$ cat src/rtl/kmr_pkg.sv
// Shared types, constants and codes of the keyboard meta layer remapper.
package kmr_pkg;

   localparam int KEYMAP_DEPTH = 256;
   localparam int KEYMAP_AW    = (KEYMAP_DEPTH > 1) ? $clog2(KEYMAP_DEPTH) : 1;
   localparam int MAX_REPORTS  = 10;
   localparam int RUN_CW       = $clog2(MAX_REPORTS + 1);

   // operations
   localparam logic [1:0] OP_KEY    = 2'd0;
   localparam logic [1:0] OP_MOTION = 2'd1;
   localparam logic [1:0] OP_WRITE  = 2'd2;

   // key states
   localparam logic [1:0] ST_PRESSED  = 2'd1;
   localparam logic [1:0] ST_RELEASED = 2'd3;

   // report kinds
   localparam logic [1:0] RK_KEY   = 2'd0;
   localparam logic [1:0] RK_SCAN  = 2'd1;
   localparam logic [1:0] RK_LIGHT = 2'd2;
   localparam logic [1:0] RK_TOUCH = 2'd3;

   // register indexes
   localparam logic CSR_ARROWS = 1'b0;
   localparam logic CSR_STEP   = 1'b1;

   // key codes
   localparam logic [7:0] K_ESC = 8'd1, K_TAB = 8'd15, K_Q = 8'd16, K_W = 8'd17;
   localparam logic [7:0] K_E = 8'd18, K_R = 8'd19, K_T = 8'd20, K_O = 8'd24;
   localparam logic [7:0] K_P = 8'd25, K_LCTRL = 8'd29, K_A = 8'd30, K_S = 8'd31;
   localparam logic [7:0] K_D = 8'd32, K_F = 8'd33, K_LSHIFT = 8'd42, K_X = 8'd45;
   localparam logic [7:0] K_C = 8'd46, K_N = 8'd49, K_M = 8'd50, K_LALT = 8'd56;
   localparam logic [7:0] K_RALT = 8'd100, K_HOME = 8'd102, K_UP = 8'd103;
   localparam logic [7:0] K_PGUP = 8'd104, K_LEFT = 8'd105, K_RIGHT = 8'd106;
   localparam logic [7:0] K_END = 8'd107, K_DOWN = 8'd108, K_PGDN = 8'd109;
   localparam logic [7:0] K_MUTE = 8'd113, K_COMPOSE = 8'd127, K_PROPS = 8'd130;
   localparam logic [7:0] K_ENTER = 8'd28, K_UNKNOWN = 8'd240, K_PREFIX = 8'd162;
   localparam logic [7:0] LEVEL_MAX = 8'hff;
   localparam logic signed [7:0] MOTION_DEAD = 8'sd4;

   typedef struct packed {
      logic [1:0]        operation;
      logic [1:0]        key_phase;
      logic [7:0]        scancode;
      logic              shift_held;
      logic              ctrl_held;
      logic              altgr_held;
      logic signed [7:0] motion_x;
      logic signed [7:0] motion_y;
      logic              in_range;
   } item_type;

   typedef struct packed {
      logic [1:0] kind;
      logic [7:0] code;
      logic [7:0] value;
   } report_type;

   typedef struct packed {
      report_type [MAX_REPORTS-1:0] reports;
      logic [RUN_CW-1:0]            count;
   } run_type;

   function automatic report_type mk_report(input logic [1:0] kind,
                                            input logic [7:0] code,
                                            input logic [7:0] value);
      report_type r;
      r.kind  = kind;
      r.code  = code;
      r.value = value;
      return r;
   endfunction

endpackage

$ cat src/rtl/kmr_if.sv
// Channel interfaces: event requests, reports and register writes.
interface kmr_req_if;
   logic              valid;
   logic              ready;
   logic [1:0]        operation;
   logic [1:0]        key_phase;
   logic [7:0]        scancode;
   logic              shift_held;
   logic              ctrl_held;
   logic              altgr_held;
   logic signed [7:0] motion_x;
   logic signed [7:0] motion_y;
   logic [7:0]        map_entry;
   modport source (output valid, operation, key_phase, scancode, shift_held, ctrl_held,
                   altgr_held, motion_x, motion_y, map_entry, input ready);
   modport sink (input valid, operation, key_phase, scancode, shift_held, ctrl_held,
                 altgr_held, motion_x, motion_y, map_entry, output ready);
endinterface

interface kmr_rsp_if;
   logic       valid;
   logic       ready;
   logic [1:0] report_kind;
   logic [7:0] report_code;
   logic [7:0] report_value;
   logic       run_end;
   modport source (output valid, report_kind, report_code, report_value, run_end,
                   input ready);
   modport sink (input valid, report_kind, report_code, report_value, run_end,
                 output ready);
endinterface

interface kmr_csr_if;
   logic       valid;
   logic       ready;
   logic       index;
   logic [7:0] data;
   modport source (output valid, index, data, input ready);
   modport sink (input valid, index, data, output ready);
endinterface

$ cat src/rtl/kmr_front.sv
// Input register and keymap table memory.
module kmr_front (
   input  logic                clock,
   input  logic                reset,
   kmr_req_if.sink             req_ch,
   input  logic                take,
   output logic                item_valid,
   output kmr_pkg::item_type   item,
   output logic [7:0]          key_code
);
   import kmr_pkg::*;

   logic [7:0]          keymap [KEYMAP_DEPTH];
   logic                valid_ff, valid_in;
   item_type            item_ff;
   logic [7:0]          code_ff;
   logic                accept, in_range;
   logic [KEYMAP_AW-1:0] addr;

   assign req_ch.ready = !valid_ff || take;
   assign accept       = req_ch.valid && req_ch.ready;
   assign in_range     = {1'b0, req_ch.scancode} < 9'(KEYMAP_DEPTH);
   assign addr         = req_ch.scancode[KEYMAP_AW-1:0];
   assign valid_in     = accept ? 1'b1 : (take ? 1'b0 : valid_ff);

   always_ff @(posedge clock) begin
      if (reset) begin
         valid_ff <= 1'b0;
      end else begin
         valid_ff <= valid_in;
      end
   end

   // table write and registered read, both at accept
   always_ff @(posedge clock) begin
      if (accept && req_ch.operation == OP_WRITE && in_range) begin
         keymap[addr] <= req_ch.map_entry;
      end
      if (accept) begin
         code_ff <= keymap[addr];
      end
   end

   always_ff @(posedge clock) begin
      if (accept) begin
         item_ff.operation  <= req_ch.operation;
         item_ff.key_phase  <= req_ch.key_phase;
         item_ff.scancode   <= req_ch.scancode;
         item_ff.shift_held <= req_ch.shift_held;
         item_ff.ctrl_held  <= req_ch.ctrl_held;
         item_ff.altgr_held <= req_ch.altgr_held;
         item_ff.motion_x   <= req_ch.motion_x;
         item_ff.motion_y   <= req_ch.motion_y;
         item_ff.in_range   <= in_range;
      end
   end

   assign item_valid = valid_ff;
   assign item       = item_ff;
   assign key_code   = item_ff.in_range ? code_ff : 8'd0;
endmodule

$ cat src/rtl/kmr_core.sv
// Event decode, layer state and report run builder.
module kmr_core (
   input  logic               clock,
   input  logic               reset,
   kmr_csr_if.sink            csr_ch,
   input  logic               item_valid,
   input  kmr_pkg::item_type  item,
   input  logic [7:0]         key_code,
   input  logic               can_load,
   output logic               take,
   output kmr_pkg::run_type   run
);
   import kmr_pkg::*;

   logic       arrows_ff;
   logic [7:0] step_ff;
   logic       meta_ff, meta_in, touch_ff, touch_in;
   logic       octrl_ff, octrl_in, oalt_ff, oalt_in;
   logic [7:0] level_ff, level_in, saved_ff, saved_in;

   // configuration registers
   assign csr_ch.ready = 1'b1;
   always_ff @(posedge clock) begin
      if (reset) begin
         arrows_ff <= 1'b0;
         step_ff   <= 8'd16;
      end else if (csr_ch.valid) begin
         unique case (csr_ch.index)
            CSR_ARROWS: arrows_ff <= csr_ch.data[0];
            CSR_STEP:   step_ff   <= csr_ch.data;
            default: ;
         endcase
      end
   end

   // build the report run of the held item
   always_comb begin
      report_type [MAX_REPORTS-1:0] rs;
      logic [RUN_CW-1:0] n;
      logic press, done, use_ctrl;
      logic [7:0] kk, r;
      rs = '0;
      n = '0;
      meta_in = meta_ff;
      touch_in = touch_ff;
      octrl_in = octrl_ff;
      oalt_in = oalt_ff;
      level_in = level_ff;
      saved_in = saved_ff;
      press = item.key_phase == ST_PRESSED;
      done = 1'b0;
      use_ctrl = item.ctrl_held || octrl_ff;
      kk = key_code;
      r = 8'd0;
      if (item.operation == OP_KEY &&
          (item.key_phase == ST_PRESSED || item.key_phase == ST_RELEASED)) begin
         rs[n] = mk_report(RK_SCAN, item.scancode, 8'd0); n = n + 1'b1;
         if (key_code != 8'd0 && key_code != K_UNKNOWN) begin
            if (arrows_ff && key_code == K_COMPOSE) begin
               kk = K_ENTER;
            end else if (!meta_ff && key_code == K_COMPOSE) begin
               if (!press) meta_in = 1'b1;
               done = 1'b1;
            end else if (key_code == K_PROPS) begin
               if (press) begin
                  rs[n] = mk_report(RK_KEY, K_LCTRL, 8'd1); n = n + 1'b1;
                  rs[n] = mk_report(RK_KEY, K_PREFIX, 8'd1); n = n + 1'b1;
                  rs[n] = mk_report(RK_KEY, K_PREFIX, 8'd0); n = n + 1'b1;
                  rs[n] = mk_report(RK_KEY, K_LCTRL, 8'd0); n = n + 1'b1;
               end
               done = 1'b1;
            end
            if (!done && !arrows_ff && meta_ff) begin
               if (kk == K_Q || kk == K_A || kk == K_X || kk == K_C || kk == K_N ||
                   kk == K_M || kk == K_MUTE || kk == K_COMPOSE) begin
                  // single-function keys act on release
                  if (!press) begin
                     priority case (kk)
                        K_Q, K_A: begin
                           r = (kk == K_Q) ? K_LEFT : K_RIGHT;
                           rs[n] = mk_report(RK_KEY, K_LALT, 8'd1); n = n + 1'b1;
                           rs[n] = mk_report(RK_KEY, r, 8'd1); n = n + 1'b1;
                           rs[n] = mk_report(RK_KEY, r, 8'd0); n = n + 1'b1;
                           rs[n] = mk_report(RK_KEY, K_LALT, 8'd0); n = n + 1'b1;
                        end
                        K_X, K_C: begin
                           if (kk == K_X) octrl_in = 1'b1;
                           else oalt_in = 1'b1;
                           meta_in = 1'b0;
                           touch_in = 1'b0;
                           rs[n] = mk_report(RK_TOUCH, 8'd0, 8'd0); n = n + 1'b1;
                        end
                        K_COMPOSE: begin
                           if (touch_ff) begin
                              rs[n] = mk_report(RK_KEY, K_ENTER, 8'd1); n = n + 1'b1;
                              rs[n] = mk_report(RK_KEY, K_ENTER, 8'd0); n = n + 1'b1;
                           end else begin
                              touch_in = 1'b1;
                              rs[n] = mk_report(RK_TOUCH, 8'd0, 8'd1); n = n + 1'b1;
                           end
                        end
                        K_N: begin
                           level_in = (level_ff < step_ff) ? 8'd0 : level_ff - step_ff;
                           rs[n] = mk_report(RK_LIGHT, 8'd0, level_in); n = n + 1'b1;
                        end
                        K_M: begin
                           level_in = (level_ff > LEVEL_MAX - step_ff) ? LEVEL_MAX
                                      : level_ff + step_ff;
                           rs[n] = mk_report(RK_LIGHT, 8'd0, level_in); n = n + 1'b1;
                        end
                        default: begin
                           // mute toggles the backlight against the saved level
                           if (saved_ff != 8'd0) begin
                              level_in = saved_ff;
                              saved_in = 8'd0;
                           end else begin
                              saved_in = level_ff;
                              level_in = 8'd0;
                           end
                           rs[n] = mk_report(RK_LIGHT, 8'd0, level_in); n = n + 1'b1;
                           meta_in = 1'b0;
                        end
                     endcase
                  end
               end else begin
                  // navigation keys stay in the layer, others leave it
                  priority case (kk)
                     K_E: r = K_UP;
                     K_S: r = K_DOWN;
                     K_W: r = K_LEFT;
                     K_D: r = K_RIGHT;
                     K_R: r = K_HOME;
                     K_F: r = K_END;
                     K_O: r = K_PGUP;
                     K_P: r = K_PGDN;
                     default: begin
                        r = (kk == K_T) ? K_TAB : ((kk == K_ESC) ? 8'd0 : kk);
                        meta_in = 1'b0;
                        touch_in = 1'b0;
                        rs[n] = mk_report(RK_TOUCH, 8'd0, 8'd0); n = n + 1'b1;
                     end
                  endcase
                  if (r != 8'd0) begin
                     rs[n] = mk_report(RK_KEY, r, {7'd0, press}); n = n + 1'b1;
                     if (!meta_in && r != kk) begin
                        rs[n] = mk_report(RK_KEY, r, 8'd0); n = n + 1'b1;
                     end
                  end
               end
            end else if (!done) begin
               // plain key wrapped in modifiers
               if (item.shift_held) begin
                  rs[n] = mk_report(RK_KEY, K_LSHIFT, 8'd1); n = n + 1'b1;
               end
               if (use_ctrl) begin
                  rs[n] = mk_report(RK_KEY, K_LCTRL, 8'd1); n = n + 1'b1;
               end
               if (oalt_ff) begin
                  rs[n] = mk_report(RK_KEY, K_LALT, 8'd1); n = n + 1'b1;
               end
               if (item.altgr_held) begin
                  rs[n] = mk_report(RK_KEY, K_RALT, 8'd1); n = n + 1'b1;
               end
               rs[n] = mk_report(RK_KEY, kk, {7'd0, press}); n = n + 1'b1;
               if (item.shift_held) begin
                  rs[n] = mk_report(RK_KEY, K_LSHIFT, 8'd0); n = n + 1'b1;
               end
               if (use_ctrl) begin
                  rs[n] = mk_report(RK_KEY, K_LCTRL, 8'd0); n = n + 1'b1;
                  octrl_in = 1'b0;
               end
               if (oalt_ff) begin
                  rs[n] = mk_report(RK_KEY, K_LALT, 8'd0); n = n + 1'b1;
                  oalt_in = 1'b0;
               end
               if (item.altgr_held) begin
                  rs[n] = mk_report(RK_KEY, K_RALT, 8'd0); n = n + 1'b1;
               end
            end
         end
      end else if (item.operation == OP_MOTION && (arrows_ff || touch_ff)) begin
         // trackpad deltas past the dead zone become arrow taps
         if (arrows_ff && (item.motion_x < -MOTION_DEAD || item.motion_x > MOTION_DEAD)) begin
            r = (item.motion_x < -MOTION_DEAD) ? K_LEFT : K_RIGHT;
            rs[n] = mk_report(RK_KEY, r, 8'd1); n = n + 1'b1;
            rs[n] = mk_report(RK_KEY, r, 8'd0); n = n + 1'b1;
         end
         if (item.motion_y < -MOTION_DEAD || item.motion_y > MOTION_DEAD) begin
            r = (item.motion_y < -MOTION_DEAD) ? K_UP : K_DOWN;
            rs[n] = mk_report(RK_KEY, r, 8'd1); n = n + 1'b1;
            rs[n] = mk_report(RK_KEY, r, 8'd0); n = n + 1'b1;
         end
      end
      run.reports = rs;
      run.count   = n;
   end

   assign take = item_valid && (run.count == '0 || can_load);

   // layer and backlight state advance as the item leaves
   always_ff @(posedge clock) begin
      if (reset) begin
         meta_ff  <= 1'b0;
         touch_ff <= 1'b0;
         octrl_ff <= 1'b0;
         oalt_ff  <= 1'b0;
         level_ff <= LEVEL_MAX;
         saved_ff <= LEVEL_MAX;
      end else if (take) begin
         meta_ff  <= meta_in;
         touch_ff <= touch_in;
         octrl_ff <= octrl_in;
         oalt_ff  <= oalt_in;
         level_ff <= level_in;
         saved_ff <= saved_in;
      end
   end
endmodule

$ cat src/rtl/kmr_emit.sv
// Run buffer that sends one report word per cycle while the sink is ready.
module kmr_emit (
   input  logic              clock,
   input  logic              reset,
   input  logic              take,
   input  kmr_pkg::run_type  run,
   output logic              can_load,
   kmr_rsp_if.source         rsp_ch
);
   import kmr_pkg::*;

   report_type [MAX_REPORTS-1:0] buf_ff;
   logic [RUN_CW-1:0]            cnt_ff, pos_ff;
   logic                         busy_ff;
   logic                         last, last_acc;
   report_type                   cur;

   assign cur      = buf_ff[pos_ff];
   assign last     = pos_ff == cnt_ff - 1'b1;
   assign last_acc = busy_ff && rsp_ch.ready && last;
   assign can_load = !busy_ff || last_acc;

   assign rsp_ch.valid        = busy_ff;
   assign rsp_ch.report_kind  = cur.kind;
   assign rsp_ch.report_code  = cur.code;
   assign rsp_ch.report_value = cur.value;
   assign rsp_ch.run_end      = last;

   always_ff @(posedge clock) begin
      if (reset) begin
         busy_ff <= 1'b0;
         pos_ff  <= '0;
      end else if (take && run.count != '0) begin
         busy_ff <= 1'b1;
         pos_ff  <= '0;
      end else if (last_acc) begin
         busy_ff <= 1'b0;
      end else if (busy_ff && rsp_ch.ready) begin
         pos_ff <= pos_ff + 1'b1;
      end
   end

   always_ff @(posedge clock) begin
      if (take && run.count != '0) begin
         buf_ff <= run.reports;
         cnt_ff <= run.count;
      end
   end
endmodule

$ cat src/rtl/keyboard_meta_layer_remapper_top.sv
// Top level of the keyboard meta layer remapper.
//
//   channel   dir  words
//   req_ch    in   key event, trackpad motion or keymap write
//   rsp_ch    out  one report per word, run_end on the last of an item's run
//   csr_ch    in   register write: index 0 arrows mode, 1 backlight step
//
// An item reaches the decode stage in the cycle after accept (keymap read port);
// its run is registered into the emit buffer as it is taken. Reports leave one per
// cycle while rsp_ch is ready; items with no report are taken without waiting.
// Reset clears layer state and sets backlight to full; the keymap is not cleared.
// A stalled output holds the decode stage, and the input stalls behind it.
module keyboard_meta_layer_remapper_top (
   input  logic       clock,
   input  logic       reset,
   kmr_req_if.sink    req_ch,
   kmr_rsp_if.source  rsp_ch,
   kmr_csr_if.sink    csr_ch
);
   import kmr_pkg::*;

   logic       item_valid, take, can_load;
   item_type   item;
   logic [7:0] key_code;
   run_type    run;

   kmr_front u_front (
      .clock(clock), .reset(reset), .req_ch(req_ch), .take(take),
      .item_valid(item_valid), .item(item), .key_code(key_code)
   );

   kmr_core u_core (
      .clock(clock), .reset(reset), .csr_ch(csr_ch), .item_valid(item_valid),
      .item(item), .key_code(key_code), .can_load(can_load), .take(take), .run(run)
   );

   kmr_emit u_emit (
      .clock(clock), .reset(reset), .take(take), .run(run),
      .can_load(can_load), .rsp_ch(rsp_ch)
   );
endmodule

$ cat src/flat_wrapper.sv
// flat-port wrapper written by rule: the top's interface ports become plain ports
module keyboard_meta_layer_remapper_top_flat import kmr_pkg::*;
  (clock, reset, req_ch_valid, req_ch_operation, req_ch_key_phase, req_ch_scancode, req_ch_shift_held, req_ch_ctrl_held, req_ch_altgr_held, req_ch_motion_x, req_ch_motion_y, req_ch_map_entry, req_ch_ready, rsp_ch_valid, rsp_ch_report_kind, rsp_ch_report_code, rsp_ch_report_value, rsp_ch_run_end, rsp_ch_ready, csr_ch_valid, csr_ch_index, csr_ch_data, csr_ch_ready);
  kmr_req_if req_ch_i ();
  kmr_rsp_if rsp_ch_i ();
  kmr_csr_if csr_ch_i ();
  input  logic clock;
  input  logic reset;
  input wire logic [$bits(req_ch_i.valid)-1:0] req_ch_valid;
  input wire logic [$bits(req_ch_i.operation)-1:0] req_ch_operation;
  input wire logic [$bits(req_ch_i.key_phase)-1:0] req_ch_key_phase;
  input wire logic [$bits(req_ch_i.scancode)-1:0] req_ch_scancode;
  input wire logic [$bits(req_ch_i.shift_held)-1:0] req_ch_shift_held;
  input wire logic [$bits(req_ch_i.ctrl_held)-1:0] req_ch_ctrl_held;
  input wire logic [$bits(req_ch_i.altgr_held)-1:0] req_ch_altgr_held;
  input wire logic [$bits(req_ch_i.motion_x)-1:0] req_ch_motion_x;
  input wire logic [$bits(req_ch_i.motion_y)-1:0] req_ch_motion_y;
  input wire logic [$bits(req_ch_i.map_entry)-1:0] req_ch_map_entry;
  output wire logic [$bits(req_ch_i.ready)-1:0] req_ch_ready;
  output wire logic [$bits(rsp_ch_i.valid)-1:0] rsp_ch_valid;
  output wire logic [$bits(rsp_ch_i.report_kind)-1:0] rsp_ch_report_kind;
  output wire logic [$bits(rsp_ch_i.report_code)-1:0] rsp_ch_report_code;
  output wire logic [$bits(rsp_ch_i.report_value)-1:0] rsp_ch_report_value;
  output wire logic [$bits(rsp_ch_i.run_end)-1:0] rsp_ch_run_end;
  input wire logic [$bits(rsp_ch_i.ready)-1:0] rsp_ch_ready;
  input wire logic [$bits(csr_ch_i.valid)-1:0] csr_ch_valid;
  input wire logic [$bits(csr_ch_i.index)-1:0] csr_ch_index;
  input wire logic [$bits(csr_ch_i.data)-1:0] csr_ch_data;
  output wire logic [$bits(csr_ch_i.ready)-1:0] csr_ch_ready;
  assign req_ch_i.valid = req_ch_valid;
  assign req_ch_i.operation = req_ch_operation;
  assign req_ch_i.key_phase = req_ch_key_phase;
  assign req_ch_i.scancode = req_ch_scancode;
  assign req_ch_i.shift_held = req_ch_shift_held;
  assign req_ch_i.ctrl_held = req_ch_ctrl_held;
  assign req_ch_i.altgr_held = req_ch_altgr_held;
  assign req_ch_i.motion_x = req_ch_motion_x;
  assign req_ch_i.motion_y = req_ch_motion_y;
  assign req_ch_i.map_entry = req_ch_map_entry;
  assign req_ch_ready = req_ch_i.ready;
  assign rsp_ch_valid = rsp_ch_i.valid;
  assign rsp_ch_report_kind = rsp_ch_i.report_kind;
  assign rsp_ch_report_code = rsp_ch_i.report_code;
  assign rsp_ch_report_value = rsp_ch_i.report_value;
  assign rsp_ch_run_end = rsp_ch_i.run_end;
  assign rsp_ch_i.ready = rsp_ch_ready;
  assign csr_ch_i.valid = csr_ch_valid;
  assign csr_ch_i.index = csr_ch_index;
  assign csr_ch_i.data = csr_ch_data;
  assign csr_ch_ready = csr_ch_i.ready;
  keyboard_meta_layer_remapper_top u_core (.clock(clock), .reset(reset), .req_ch(req_ch_i), .rsp_ch(rsp_ch_i), .csr_ch(csr_ch_i));
endmodule
$ cat config.mk
export PLATFORM = sky130hd
export DESIGN_NAME = keyboard_meta_layer_remapper_top_flat
export DESIGN_NICKNAME = d
export VERILOG_FILES = /design/src/rtl/kmr_pkg.sv /design/src/rtl/kmr_if.sv /design/src/rtl/kmr_front.sv /design/src/rtl/kmr_core.sv /design/src/rtl/kmr_emit.sv /design/src/rtl/keyboard_meta_layer_remapper_top.sv /design/src/flat_wrapper.sv
export SDC_FILE = /design/constraint.sdc
export NUM_CORES = 2
export LEC_CHECK = 0
export BUFFER_PORTS_ARGS = -buffer_cell sky130_fd_sc_hd__buf_4
export CAP_MARGIN = 15
export CORE_MARGIN = 8
export CORE_UTILIZATION = 45
export DETAILED_ROUTE_END_ITERATION = 8
export RECOVER_POWER = 100
export SKIP_CTS_REPAIR_TIMING = 1
export SYNTH_ARGS = -nofsm -noshare
export SYNTH_HDL_FRONTEND = slang
export SYNTH_SLANG_ARGS = --single-unit
export TNS_END_PERCENT = 20
$ cat constraint.sdc
create_clock -name clock -period 11 [get_ports clock]
set_input_delay 2.2 -clock clock [delete_from_list [all_inputs] [get_ports clock]]
set_output_delay 2.2 -clock clock [all_outputs]
set_load 0.01 [all_outputs]
==> impl_metrics.toml <==
[clock_network]
cts_buffers = 220
cts.clk_slew.worst_paths_ns = 0.06
htree_levels = 4
clockRootBuffer = "clkbuf_16"
clk_latency_ns = 0.88
cts.path.max_buffers = 3
clock_sinks = 2235
cts_tree = "done"

[logic_synthesis]
yosys-top-cells-count = "edfxtp_1 (2200), mux4_2 (682), nor2_1 (399), nand2_1 (241), clkbuf_1 (176)"
yosysSeqAreaShare_pct = 71.6
yosysTopAreaCell = "edfxtp_1"
yosysUniqueCellTypes = 102
syn_area_sq_um = 93200
synth-async-reset-ratio_pct = 0
synth_edf_count = 2200
syn_avg_cell_area_sq_um = 19.1
synth_most_common_cell = "edfxtp_1"
synth_ff_type = "edfxtp_1"
ys.warnings.count = 0
syn-instance-count = 4882
synth_area_leaders = "edfxtp_1 (71%), mux4_2 (16%), nor2_1 (1.6%), nand2_1 (0.97%), dfxtp_1 (0.75%)"
yosys.area.top_type_share_pct = 70.9
yosys_register_bits = 2235

[power]
peakVddDrop_v = 0.000171
power.leakage_nw = 32.2
power_density_nw_per_um2 = 179
finalPower_mw = 18.6

[cells_and_area]
area_growth_pct = 11.6
register_area_sq_um = 66800
fin_nets = 5104
fin_cells = 7898
multi_input_area_sq_um = 24900
drive_above_1_share_pct = 22.4
fill_cells = 16500

[job]
drv_cap = 40

[timing]
setup_violations = 0
maxSlewHeadroom_pct = -334
final.min_clock_period_ns = 10.32
rsz0062_at_grt = "no"
finClkSkew_ns = 0.0728
max_slew.worst_pin.slew_ns = 6.51
maxSlewViolCount = 2379
finalSetupTns_ns = 0
final_hold_viol_count = 0
fmax_mhz = 96.9
period_share_pct = 93.8
holdWs_ns = 0.490
setup_ws_ns = 0.681

[placement]
place.gp.congestion = 0.971
post-place-ws_ns = 2.22
dp_cells = 7474
hpwl_microns = 176000
port_buffers = 73

[drt]
detail-route-antenna-nets = 0
drc = 0
wl_microns = 268000
dr.pass1.iters = 6
avgViaCountPerCell = 6.29
drt_iter0_drc = 6643
wl_per_cell_microns = 33.9
num_vias = 49700

[grt]
use_met3_pct = 4.13
grtUsageMet2_pct = 38.2
grt_remaining_overflow = 0
antenna_found_initial = 11
met1_usage_pct = 32.7
grt_pass1_wl_microns = 379000
grt_pass1_vias = 49000
grt_max_degree = 128
grt_usage_pct = 23.6
grt-busiest-layer = "met2"

[min_path]
min_path_type = "flip-flop to flip-flop"

[critical_path]
cp_cell_sequence = "clkbuf_1, clkbuf_1, clkbuf_2"
slowest_delay_ns = 4.37
critPathCaptureType = "flip-flop"
crit_family = "buffers and inverters"
cp.arrival_ns = 10.76
crit_type = "primary input to flip-flop"
worstPathRequired_ns = 11.44
cp_common_cell = "clkbuf_1"
critical_path_buf_inv_count = 3
cp_max_fo = 99
cp_slowest_cell = "clkbuf_1"
cp-start-kind = "primary input"

[status]
violations = "capacitance limit, slew limit"
status = "finished with violations"

[floorplanning]
die_w_microns = 471
num_rows = 167
dieArea_sq_um = 222000
initial_core_util_pct = 45.1
die_h_microns = 471
core_area_sq_um = 206000
ios = 75
worst paths after layout:
path                                    startpoint                                       to  cells past startpoint  slack, ns
min reg2reg  u_core.u_core.step_ff[3]$_SDFFE_PP0P_    u_core.u_core.step_ff[3]$_SDFFE_PP0P_                      2       0.49
min          u_core.u_core.step_ff[3]$_SDFFE_PP0P_    u_core.u_core.step_ff[3]$_SDFFE_PP0P_                      2       0.49
max                            req_ch_map_entry[7]  u_core.u_front.keymap[102][7]$_DFFE_PP_                      3       0.68
max reg2reg    u_core.u_core.octrl_ff$_SDFFE_PP0P_   u_core.u_front.keymap[58][4]$_DFFE_PP_                     21       0.97
registers in the layout, summed over array words and instances (netlist names):
name                        cells
u_core.u_core.touch_ff          1
u_core.u_core.meta_ff           1
u_core.u_front.item            31
u_core.u_emit.cnt_ff            4
u_core.u_emit.rsp_ch.valid      1
u_core.u_core.saved_ff          8
u_core.u_front.keymap        2048
u_core.u_front.code_ff          8
u_core.u_core.arrows_ff         1
u_core.u_emit.buf_ff          109
u_core.u_core.octrl_ff          1
u_core.u_emit.pos_ff            4
u_core.u_core.step_ff           8
u_core.u_front.item_valid       1
u_core.u_core.level_ff          8
u_core.u_core.oalt_ff           1
area by class of cell:
cell class,count,area share (%)
Sequential cell,2235,64.2
Multi-Input combinational cell,2310,23.9
Clock buffer,255,5.50
Tap cell,2704,3.25
Clock inverter,160,1.89
Timing Repair Buffer,167,1.03
Inverter,58,0.210
Antenna cell,9,0.0216
worst min-delay path, stage by stage (launching register included):
cell	delay, ns
dfxtp_1	0.33
nand2_1	0.06
a21oi_1	0.05
kinds of logic (layout without fill, tap and decap cells):
kind of cell	count (synthesis)	after routing	synth area share, %
flip-flops	2235	2235	71.6
AND/OR/NAND/NOR	953	953	4.73
multiplexers	738	738	17.1
AO/OA/AOI/OAI	511	511	3.64
buffers and inverters	347	640	1.65
adder cells (fa/ha/maj)	59	59	0.816
XOR/XNOR	37	37	0.436
other	2	21	0.00806
layout by cell type, fill, tap and decap left out, drive strengths merged, types with 18 or more instances in the layout:
master	count
clkinv	99
and2	24
a21oi	116
clkinvlp	22
buf	72
dfxtp	35
mux4	682
o211ai	24
a31oi	29
o21ai	108
nand4	23
xnor2	29
nor2	400
a211oi	18
inv	62
nand3	81
nand2b	25
mux2i	49
edfxtp	2200
o22ai	51
ha	56
nor4	22
nand2	242
clkbuf	350
bufinv	35
nor3	41
report_power, final:
group / switching (mW) / leakage (nW) / internal, mW
Combinational: 0.870 / 8.36 / 0.450
Sequential: 0.0304 / 20.2 / 9.41
Clock: 3.30 / 3.67 / 4.58
metrics by stage:
stage | util, % | instance area [sq um]
final | 50.4 | 104000
after global routing | 50.4 | 104000
after CTS | 50.6 | 104000
after detailed placement | 46.9 | 96800
after global placement | 46.9 | 96800
after floorplan | - | 93200
per-layer routing:
metal,wire length [microns],up-vias,share of wire [%]
met5,31,-,0.012
met4,10100,4,3.8
met3,21200,463,7.9
met2,129000,2797,48
met1,107000,26100,40
li1,-,20400,-
No activity file was read; power rests on OpenSTA's default activity.
